`src/rtl/core/range_max_known_tree_defines.svh`:
```
// Assertion macros used by the range max tree controller RTL
`ifndef RANGE_MAX_KNOWN_TREE_DEFINES_SVH
`define RANGE_MAX_KNOWN_TREE_DEFINES_SVH

// Same-cycle implication, disabled while in reset
`define RMKT_ASSERT_IMP(label, clk, rst_n, ante, cons, msg) \
  label: assert property (@(posedge clk) disable iff (!rst_n) (ante) |-> (cons)) \
    else $error(msg);

// Next-cycle implication, disabled while in reset
`define RMKT_ASSERT_NXT(label, clk, rst_n, ante, cons, msg) \
  label: assert property (@(posedge clk) disable iff (!rst_n) (ante) |=> (cons)) \
    else $error(msg);

`endif

```
`src/rtl/core/rmkt_pkg.sv`:
```
// Package: widths, defaults and controller/datapath interface types
`timescale 1ns / 1ps
package rmkt_pkg;

  localparam int unsigned INDEX_W    = 11;
  localparam int unsigned VALUE_W    = 31;
  localparam int unsigned NODE_W     = VALUE_W + 1;
  localparam int unsigned LEAVES_DEF = 1024;

  typedef struct packed {
    logic clr;
    logic load;
    logic upd_leaf;
    logic upd_rd;
    logic upd_wr;
    logic q_lo;
    logic q_hi;
  } rmkt_cmd_t;

  typedef struct packed {
    logic is_query;
    logic wr_ok;
    logic clr_last;
    logic upd_root;
    logic lo_lt_hi;
  } rmkt_status_t;

endpackage

```
`src/rtl/core/rmkt_ctrl.sv`:
```
// Controller: clear pass, update walk and query walk sequencing
`timescale 1ns / 1ps
`include "range_max_known_tree_defines.svh"
module rmkt_ctrl (
  input  logic                   clk,
  input  logic                   rst_n,
  input  logic                   start,
  output logic                   busy,
  output logic                   out_valid,
  output rmkt_pkg::rmkt_cmd_t    cmd,
  input  rmkt_pkg::rmkt_status_t st
);
  import rmkt_pkg::*;

  localparam logic [2:0] S_CLR  = 3'd0;
  localparam logic [2:0] S_IDLE = 3'd1;
  localparam logic [2:0] S_UWL  = 3'd2;
  localparam logic [2:0] S_URD  = 3'd3;
  localparam logic [2:0] S_UWR  = 3'd4;
  localparam logic [2:0] S_QLO  = 3'd5;
  localparam logic [2:0] S_QHI  = 3'd6;

  logic [2:0] state_r;
  logic [2:0] state_nxt;
  logic       out_valid_r;
  logic       out_valid_nxt;

  always_comb begin
    state_nxt     = state_r;
    out_valid_nxt = 1'b0;
    cmd           = '0;
    unique case (state_r)
      S_CLR: begin
        cmd.clr = 1'b1;
        if (st.clr_last) begin
          state_nxt = S_IDLE;
        end
      end
      S_IDLE: begin
        if (start) begin
          cmd.load = 1'b1;
          if (st.is_query) begin
            state_nxt = S_QLO;
          end else if (st.wr_ok) begin
            state_nxt = S_UWL;
          end
        end
      end
      S_UWL: begin
        cmd.upd_leaf = 1'b1;
        state_nxt    = S_URD;
      end
      S_URD: begin
        cmd.upd_rd = 1'b1;
        state_nxt  = S_UWR;
      end
      S_UWR: begin
        cmd.upd_wr = 1'b1;
        state_nxt  = st.upd_root ? S_IDLE : S_URD;
      end
      S_QLO: begin
        cmd.q_lo = 1'b1;
        if (st.lo_lt_hi) begin
          state_nxt = S_QHI;
        end else begin
          out_valid_nxt = 1'b1;
          state_nxt     = S_IDLE;
        end
      end
      S_QHI: begin
        cmd.q_hi  = 1'b1;
        state_nxt = S_QLO;
      end
      default: begin
        state_nxt = S_IDLE;
      end
    endcase
  end

  always_ff @(posedge clk) begin
    if (!rst_n) begin
      state_r     <= S_CLR;
      out_valid_r <= 1'b0;
    end else begin
      state_r     <= state_nxt;
      out_valid_r <= out_valid_nxt;
    end
  end

  assign busy      = (state_r != S_IDLE);
  assign out_valid = out_valid_r;

  `RMKT_ASSERT_IMP(a_out_from_query, clk, rst_n, out_valid_r, $past(state_r == S_QLO), "result without query end")
  `RMKT_ASSERT_NXT(a_out_single, clk, rst_n, out_valid_r, !out_valid_r, "result strobe held")
  `RMKT_ASSERT_NXT(a_upd_climb, clk, rst_n, (state_r == S_UWR) && !st.upd_root, state_r == S_URD, "update walk stopped early")

endmodule

```
`config.mk`:
```
export PLATFORM = sky130hd
export DESIGN_NAME = rmkt_ctrl
export DESIGN_NICKNAME = d
export VERILOG_FILES = /design/src/rtl/core/rmkt_pkg.sv /design/src/rtl/core/rmkt_ctrl.sv
export VERILOG_INCLUDE_DIRS = /design/src /design/src/rtl/core
export SDC_FILE = /design/constraint.sdc
export NUM_CORES = 1
export LEC_CHECK = 0
export ABC_AREA = 1
export BUFFER_PORTS_ARGS = -buffer_cell sky130_fd_sc_hd__buf_2
export CORE_AREA = 2 2 39 41
export CTS_BUF_LIST = sky130_fd_sc_hd__clkbuf_2
export CTS_CLUSTER_DIAMETER = 80
export DETAILED_ROUTE_END_ITERATION = 10
export DIE_AREA = 0 0 41 43
export GPL_ROUTABILITY_DRIVEN = 0
export PLACE_DENSITY = 0.5
export SYNTH_ARGS = -nofsm -noshare
export SYNTH_HDL_FRONTEND = slang
export SYNTH_SLANG_ARGS = --single-unit
```
`constraint.sdc`:
```
create_clock -name clk -period 1.17 [get_ports clk]
set_input_delay 0.117 -clock clk [delete_from_list [all_inputs] [get_ports clk]]
set_output_delay 0.117 -clock clk [all_outputs]
set_load 0.1 [all_outputs]
```
==> results of run 1 <==
==> cell usage in the layout (no fill, tap or decap), types with 2 or more instances in the layout <==
master,instances
nand2_1,7
buf_2,8
buf_4,4
inv_8,2
nor2_4,5
buf_6,6
nor3_4,4
nand3_1,3
dfxtp_4,3
buf_12,10
nor2_1,7
nor2_2,2
inv_1,5
nand3_2,5
clkbuf_2,3
==> per-layer routing <==
layer | global-route usage (%) | share of wire [%]
met1 | 17.0 | 38
met2 | 21.9 | 57
met3 | 7.85 | 4.9
met4 | 6.67 | 0
met5 | 0 | 0
==> metrics by stage <==
stage	total power, mW	cell area (sq um)	worst slack, ps
finish	0.837	872	-104
global placement	0.636	702	69.6
floorplan	0.500	465	-482
global route	0.897	872	-170
CTS	0.823	820	-108
detailed placement	0.637	702	68.9
==> cell usage after synthesis (all sizes together) <==
master	count	area share, %
inv	9	12
a21oi	1	1.3
buf	3	8.9
nand3b	1	3.0
nor2	15	23
nor3	4	6.6
nand2	8	7.9
dfxtp	4	21
nand4	1	1.7
nand3	9	15
==> worst max path at each step <==
stage,from,end,slack (ps),cells past startpoint
2_1_floorplan,state_r[1],state_r[1],-480,7
3_3_place_gp,state_r[1],state_r[1],70,6
3_5_place_dp,state_r[1],state_r[2],70,6
4_1_cts,state_r[0],cmd[1],-110,4
5_1_grt,state_r[0],cmd[1],-170,4
6_report,state_r[1],cmd[3],-100,4
==> power by group <==
group	leakage [nW]	internal, mW	total [mW]	switching (mW)
sequential	0.0347	0.146	0.168	0.0218
clock	0.0125	0.0688	0.120	0.0511
combinational	0.344	0.236	0.549	0.314
total	0.391	0.451	0.837	0.386
==> registers in the layout (all words and copies together) (netlist names) <==
register and flops:
out_valid 1, state_r 3
==> final cells by class <==
cell class                      count  area share [%]
Timing Repair Buffer               29            41.9
Multi-Input combinational cell     39            37.4
Clock buffer                        3            1.72
Sequential cell                     4            10.5
Inverter                            9            6.17
Tap cell                           16            2.30
==> critical path, stage by stage, from the launching register on <==
cell     delay, ps
dfxtp_4        410
buf_6          120
nand2_1         90
nor2_4         150
buf_12         190
==> repair_timing <==
action	4_1_cts	5_1_grt
gates cloned	1	0
buffers inserted	6	1
resized for setup	11	11
setup endpoints to repair	8	11
pin swaps	5	5
==> cells by family (layout without fill, tap and decap cells) <==
logic type	Yosys count	count (layout)	share of synthesized area [%]
AO/OA/AOI/OAI	1	1	1.32
AND/OR/NAND/NOR	38	38	56.3
buffers and inverters	12	41	21.2
flip-flops	4	4	21.2
==> results.md, run 1 <==
* Clock skew at 3.48 ps
* # hold bufs at CTS at 0
* Final worst setup slack at -104 ps
* Hpwl dp at 720 microns
* Final Hold Violating Endpoints at 0
* Number of global-route vias before repair at 407
* Failing checks: negative setup slack
* Power Dens Cells at 960 nW/um^2
* Finished Layout Cells at 100
* Reg2Reg Depth at 9
* Clock sink count at 4
* Placed insts at 89
* Final hold slack at 154 ps
* GRT overflow at 0
* CTS Buffer Depth at 2
* Yosys reg bits at 4
* FF+latch area at 91.3 sq um
* R2r setup slk at -10 ps
* Unrepaired setup endpoints after global routing: yes
* Area grow syn2layout at 131%
* Reg2reg start: state_r[1]
* Mapped Avg Cell Area at 6.87 sq um
* Tcrit/Tclk final at 109%
* CTS root buffer: clkbuf_2
* Largest net degree at the start of global routing at 8
* Leak pwr at 0.391 nW
* WHS Endpoint: state_r[0]
* Util after Layout at 63.0%
* First DRT Iteration DRCs at 6
* Fraction of layout cells with a size suffix above 1 at 70.2%
* Multi-input logic area at 327 sq um
* Wire length per cell at 10.3 microns
* CP Data Required Time at 1050 ps
* Synthesized instance count at 55
* Status: complete, but fails checks
* Filler cells at 119
* Initial antenna violation count at 0
* # diodes at 0
* Yosys warns at 0
* Distinct cells, synth at 16
* # Max-Cap Violations at 0
* CTS tree: done
* Nets at 94
* Die ar. at 1760 sq um
* Final setup fails at 8
* Fmax achieved at 0.785 GHz
* CP endpoint kind: output pin
* Worst hold stages at 3
* DRC at 0
* Final WL at 1.03 mm
* Total CTS buffers at 3
* Slew HR at 68.1%
* Hold_sp: rst_n
* Slew Limit Fails at 0
* Post-route antenna net violation count at 0
* Final setup TNS at -471 ps
* Via count at 451
* Synthesized Nets at 63
* Initial Util at 27.3%
* All-Layer GR Usage at 14.9%
* Chip height at 43 microns
* Core area at 1380 sq um
* Die X-Extent at 41 microns
* Row cnt at 14
* First-pass GRT wire length at 1.69 mm
* CTS clock-pin slew for the worst setup and hold paths at 40 ps
* Max H-tree Level at 1
* VDD IR max at 0.620 mV
* Num ports at 17
* Drt first pass iters at 4
* Later-pin clock latency in the skew report at 200 ps
* Worst slew pin tran at 481 ps
* Port buffer count at 16
* Reg-to-Reg End: state_r[1]
* Final worst path period need at 1270 ps
* Register area share after synthesis at 21.2%
* Vias/cell at 4.51
* Cell area after synthesis at 378 sq um
* Crit Path Category: flop to output pin
* Worst Path Max Fanout at 6
* Worst min-delay path class: input pin to flop
* Crit start category: flop
* Critical Path AT at 1160 ps
(Power assumes the default switching activity.)
==> run 2, diff against run 1 <==
--- a/config.mk
+++ b/config.mk
@@ -15,6 +15,7 @@
 export DIE_AREA = 0 0 41 43
 export GPL_ROUTABILITY_DRIVEN = 0
 export PLACE_DENSITY = 0.5
+export SETUP_SLACK_MARGIN = 0.05
 export SYNTH_ARGS = -nofsm -noshare
 export SYNTH_HDL_FRONTEND = slang
 export SYNTH_SLANG_ARGS = --single-unit
==> run 2 against run 1 <==
The run still ends with negative setup slack left. Via count rose by 6.2%. Largest cell class unchanged. Die area stayed put. Final cell count is 5.0% higher. Worst setup slack got worse by 6.1 ps. Highest routed layer unchanged.
==> results.md, run 2 (synthesis results as in run 1) <==
* Top cell by count, worst path: buf_12
* First-pass GRT wire length at 1.79 mm (+5.7%)
* DR WL met2 at 769 microns (+30%)
* CTS Buffer Depth at 2 (unchanged)
* Total CTS buffers at 3 (unchanged)
* Power Dens Cells at 942 nW/um^2 (-1.9%)
* Num ports at 17 (unchanged)
* Tcrit/Tclk final at 109% (+0.52 points)
* Final worst setup slack at -110 ps (-6.09 ps)
* DRC at 0 (unchanged)
* GRT overflow at 0 (unchanged)
* Max FFs per register at 3 (unchanged)
* Later-pin clock latency in the skew report at 210 ps (about the same)
* Clock sink count at 4 (unchanged)
* Nets at 99 (+5.3%)
* Slew Limit Fails at 0 (unchanged)
* Worst min-delay path class: input pin to flop
* Unrepaired setup endpoints after global routing: yes
* Crit Path Category: flop to output pin
* Status: complete, but fails checks
* Max H-tree Level at 1 (unchanged)
* Initial Util at 27.3% (unchanged)
* Die ar. at 1760 sq um (unchanged)
* Row cnt at 14 (unchanged)
* # Max-Cap Violations at 0 (unchanged)
* CTS clock-pin slew for the worst setup and hold paths at 40 ps (about the same)
* # diodes at 0 (unchanged)
* Final Hold Violating Endpoints at 0 (unchanged)
* Multi-input logic area at 360 sq um (+10%)
* CP endpoint kind: output pin
* Number of global-route vias before repair at 452 (+11%)
* Vias/cell at 4.56 (+1.2%)
* First DRT Iteration DRCs at 1 (-5)
* Buf/Inv on CP at 2 (unchanged)
* Fmax achieved at 0.781 GHz (-0.48%)
* Final Power at 896 uW (+7.0%)
* Final setup TNS at -670 ps (-199 ps)
* Family with the most delay on the worst path: flip-flops
* VDD IR max at 0.595 mV (-4.0%)
* Area grow syn2layout at 152%
* Core area at 1380 sq um (unchanged)
* Leak pwr at 0.454 nW (+16%)
* Most common cell after layout, fill and taps aside: buf_12
* Initial antenna violation count at 0 (unchanged)
* Clock skew at 10.6 ps (+7.15 ps)
* Met3 routed WL at 39 microns (-24%)
* Fraction of layout cells with a size suffix above 1 at 75.3% (+5.0 points)
* Commonest cells after routing, fill and taps aside: buf_12, buf_4, nor2_1, buf_2
* Critical Path AT at 1160 ps (about the same)
* Failing checks: negative setup slack
* Slowest cell on crit path: dfxtp_4
* Wl on met1 at 417 microns (+7.5%)
* Final worst path period need at 1280 ps (+6.09 ps)
* Largest net degree at the start of global routing at 7 (-1)
* Final WL at 1.23 mm (+19%)
* CTS root buffer: clkbuf_2
* Wire length per cell at 11.7 microns (+13%)
* CTS tree: done
* Area of placed instances at 709 sq um (+1.1%)
* Most flop-heavy register: state_r
* Worst path max stage delay at 360 ps (-50 ps)
* FF+latch area at 91.3 sq um (unchanged)
* Port buffer count at 16 (unchanged)
* Max layer used: met3
* Finished Layout Cells at 105 (+5.0%)
* CP Data Required Time at 1050 ps (about the same)
* Via count at 479 (+6.2%)
* Die X-Extent at 41 microns (unchanged)
* Final hold slack at 157 ps (+2.88 ps)
* Drt first pass iters at 2 (-2)
* Util after Layout at 68.7% (+5.7 points)
* Chip height at 43 microns (unchanged)
* Crit start category: flop
* Final instance area at 951 sq um (+9.0%)
* Worst Path Max Fanout at 5 (-1)
* Final setup fails at 12 (+4)
* All-Layer GR Usage at 14.9% (+0.030 points)
* Place WS at 31.1 ps (-37.9 ps)
* Worst slew pin tran at 482 ps (+0.586 ps)
* Hpwl dp at 741 microns (+2.9%)
* Filler cells at 101 (-15%)
* Slew HR at 68.1% (about the same)
* Post-route antenna net violation count at 0 (unchanged)
* Crit path cell chain: buf_12 > nor3_4 > buf_12
* # hold bufs at CTS at 0 (unchanged)
* Placed insts at 90 (+1.1%)
## run 2: where the power goes
part | switching (mW) | leakage, nW | total [mW] | internal (mW)
clock network | 0.0560 | 0.0125 | 0.125 | 0.0690
logic | 0.339 | 0.407 | 0.602 | 0.263
registers | 0.0228 | 0.0347 | 0.169 | 0.146
## run 2: path summary, 6_finish.rpt
path | startpoint | to | slack, ps | cells after the start
worst max-delay path | state_r[0] | cmd[4] | -110 | 3
worst min-delay path | rst_n | state_r[0] | 160 | 3
worst max register to register | state_r[1] | state_r[1] | -70 | 8
worst min register to register | state_r[2] | out_valid | 790 | 4
## run 2: metal layers
layer	vias up	GRT usage [%]
li1	243	-
met1	222	17.5
met2	14	24.7
met3	0	3.14
met4	0	6.00
met5	-	0
## run 2: worst min-delay path: cells and delay by family
| family | cells | cell delay, ps |
|---|---|---|
| buf+inv | 1 | 100 |
| simple gates | 2 | 90 |
## run 2: area by class of cell
class / count / area share [%]
clock buffer: 3 / 1.58
tap: 16 / 2.11
inverter: 9 / 5.92
multi-input combinational: 39 / 37.9
sequential: 4 / 9.61
timing repair buffer: 34 / 42.9
## run 2: timing repair
| action | CTS | global route |
|---|---|---|
| resized for setup | 15 | 12 |
| endpoints found under the setup margin | 11 | 12 |
| gates cloned | 1 | 0 |
| pin swaps | 11 | 10 |
| buffers inserted | 9 | 2 |
==> run 3, diff against run 2 <==
--- a/config.mk
+++ b/config.mk
@@ -9,13 +9,14 @@
 export ABC_AREA = 1
 export BUFFER_PORTS_ARGS = -buffer_cell sky130_fd_sc_hd__buf_2
 export CORE_AREA = 2 2 39 41
-export CTS_BUF_LIST = sky130_fd_sc_hd__clkbuf_2
+export CTS_BUF_LIST = sky130_fd_sc_hd__clkbuf_8
 export CTS_CLUSTER_DIAMETER = 80
 export DETAILED_ROUTE_END_ITERATION = 10
 export DIE_AREA = 0 0 41 43
 export GPL_ROUTABILITY_DRIVEN = 0
 export PLACE_DENSITY = 0.5
 export SETUP_SLACK_MARGIN = 0.05
+export SKIP_CTS_REPAIR_TIMING = 1
 export SYNTH_ARGS = -nofsm -noshare
 export SYNTH_HDL_FRONTEND = slang
 export SYNTH_SLANG_ARGS = --single-unit
==> run 3 against run 2 <==
Largest power group unchanged. Sequential share of layout area increased by 1.1 points. Sequential power about the same. Die area unchanged. Highest routed layer unchanged. Critical path type unchanged. Maximum frequency increased by 3.2%. Count of clock-buffer cells in the layout unchanged. The run still ends with negative setup slack left.
==> results.md, run 3 (synthesis results as in run 1) <==
* Slew HR at 68.1% (unchanged)
* CTS tree: done
* Via count at 407 (-15%)
* Final Hold Violating Endpoints at 0 (unchanged)
* Num ports at 17 (unchanged)
* Total CTS buffers at 3 (unchanged)
* WHS Endpoint: state_r[0]
* Most flop-heavy register: state_r
* Initial Util at 27.3% (unchanged)
* Crit path cell chain: inv_8 > nor3_4 > buf_12
* Wire length per cell at 8.72 microns (-25%)
* Chip height at 43 microns (unchanged)
* Area of placed instances at 709 sq um (unchanged)
* Crit start category: flop
* Largest net degree at the start of global routing at 10 (+3)
* Core area at 1380 sq um (unchanged)
* Reg2Reg Depth at 8 (unchanged)
* CTS clock-pin slew for the worst setup and hold paths at 30 ps (about the same)
* Status: complete, but fails checks
* Die X-Extent at 41 microns (unchanged)
* CTS Buffer Depth at 2 (unchanged)
* Util after Layout at 61.5% (-7.2 points)
* GRT busiest layer: met2
* # diodes at 0 (unchanged)
* CP Data Required Time at 1050 ps (about the same)
* Fmax achieved at 0.807 GHz (+3.2%)
* VDD IR max at 1.18 mV (+99%)
* R2r setup slk at -10 ps (+60 ps)
* Final setup TNS at -293 ps (+377 ps)
* All-Layer GR Usage at 11.2% (-3.7 points)
* Clock sink count at 4 (unchanged)
* Reg2reg start: state_r[1]
* Slew Limit Fails at 0 (unchanged)
* Number of global-route vias before repair at 359 (-21%)
* DRC at 0 (unchanged)
* Max H-tree Level at 1 (unchanged)
* Worst path max stage delay at 420 ps (+60 ps)
* Fraction of layout cells with a size suffix above 1 at 67.9% (-7.4 points)
* Row cnt at 14 (unchanged)
* GRT overflow at 0 (unchanged)
* Crit Path Category: flop to output pin
* Power Dens Cells at 1130 nW/um^2 (+20%)
* Clock skew at 4.25 ps (-6.38 ps)
* Later-pin clock latency in the skew report at 210 ps (about the same)
* Vias/cell at 4.20 (-8.0%)
* Grt met3 use at 3.14% (unchanged)
* Most common cell after layout, fill and taps aside: buf_12
* Unrepaired setup endpoints after global routing: yes
* Die ar. at 1760 sq um (unchanged)
* Final WL at 846 microns (-31%)
* CP endpoint kind: output pin
* Worst Path Max Fanout at 9 (+4)
* Worst slew pin tran at 482 ps (unchanged)
* Hold_sp: rst_n
* Final worst path period need at 1240 ps (-40.2 ps)
* Critical path origin: state_r[1]
* Slowest cell on crit path: dfxtp_4
* Final instance area at 851 sq um (-11%)
* Leak pwr at 0.387 nW (-15%)
* Reg-to-Reg End: state_r[1]
* Commonest cells after routing, fill and taps aside: buf_12, nor2_1, buf_2, nand2_1
* First DRT Iteration DRCs at 1 (unchanged)
* Drt first pass iters at 2 (unchanged)
* Failing checks: negative setup slack
* Final hold slack at 144 ps (-12.1 ps)
* Initial antenna violation count at 0 (unchanged)
* M2 GR Usage at 18.1% (-6.6 points)
* Worst hold stages at 3 (unchanged)
* Final setup fails at 8 (-4)
* Critical Path AT at 1120 ps (-40 ps)
* Met1 Track Usage GR at 14.2% (-3.2 points)
* Worst min-delay path class: input pin to flop
* Final worst setup slack at -69.6 ps (+40.2 ps)
* First-pass GRT wire length at 1.39 mm (-22%)
* # Max-Cap Violations at 0 (unchanged)
* Nets at 91 (-8.1%)
* Tcrit/Tclk final at 106% (-3.4 points)
* Post-route antenna net violation count at 0 (unchanged)
* Hpwl dp at 741 microns (unchanged)
* Port buffer count at 16 (unchanged)
* CTS root buffer: clkbuf_8
* Filler cells at 127 (+26%)
* Max FFs per register at 3 (unchanged)
* Area grow syn2layout at 125%
==> run 3: changes by cell type in the layout (fill, tap and decap cells not counted), moves of 2 or more <==
cell,delta
nand2_1,+2
nand3_4,-4
clkbuf_2,-3
buf_6,-2
buf_4,-5
clkbuf_8,+3
nand3_2,+3
nand2_4,-2
==> run 3: layer usage <==
layer  vias to the layer above  routed length, microns
met3                         0                      32
li1                        223                       -
met1                       171                     361
met2                        13                     453
met4                         0                       0
met5                         -                       0
==> run 3: metrics by stage <==
| step | power, mW | instances | setup slack, ps |
|---|---|---|---|
| 5_1_grt | 1.00 | 97 | -116 |
| 3_3_place_gp | 0.639 | 90 | 26.5 |
| 3_5_place_dp | 0.640 | 90 | 31.1 |
| 2_1_floorplan | 0.500 | 55 | -482 |
| 6_report | 0.961 | 97 | -69.6 |
| 4_1_cts | 0.924 | 93 | -163 |
==> run 3: worst max-delay path: cells and delay by family, from the launching register on <==
kind	cells	cell delay, ps
and+or+nand+nor	1	230
buffers and inverters	2	250
DFF	1	420
==> run 3: area by class of cell <==
| type | count | area [sq um] | share of cell area [%] |
|---|---|---|---|
| clock buffer | 3 | 41.3 | 4.85 |
| inverter | 9 | 53.8 | 6.32 |
| multi-input combinational | 39 | 319 | 37.5 |
| sequential | 4 | 91.3 | 10.7 |
| tap | 16 | 20.0 | 2.35 |
| timing repair buffer | 26 | 325 | 38.2 |
==> run 3: worst max path at each step <==
stage                       to  slack [ps]  cells past startpoint
global route            cmd[4]        -120                      3
detailed placement  state_r[0]          30                      6
global placement    state_r[0]          30                      6
floorplan           state_r[1]        -480                      7
finish                  cmd[4]         -70                      3
CTS                     cmd[4]        -160                      3
==> run 3: power by group <==
part,total [mW],switching (mW),internal [mW]
sequential,0.169,0.0223,0.146
combinational,0.513,0.298,0.215
clock,0.280,0.0611,0.218
total,0.961,0.381,0.579
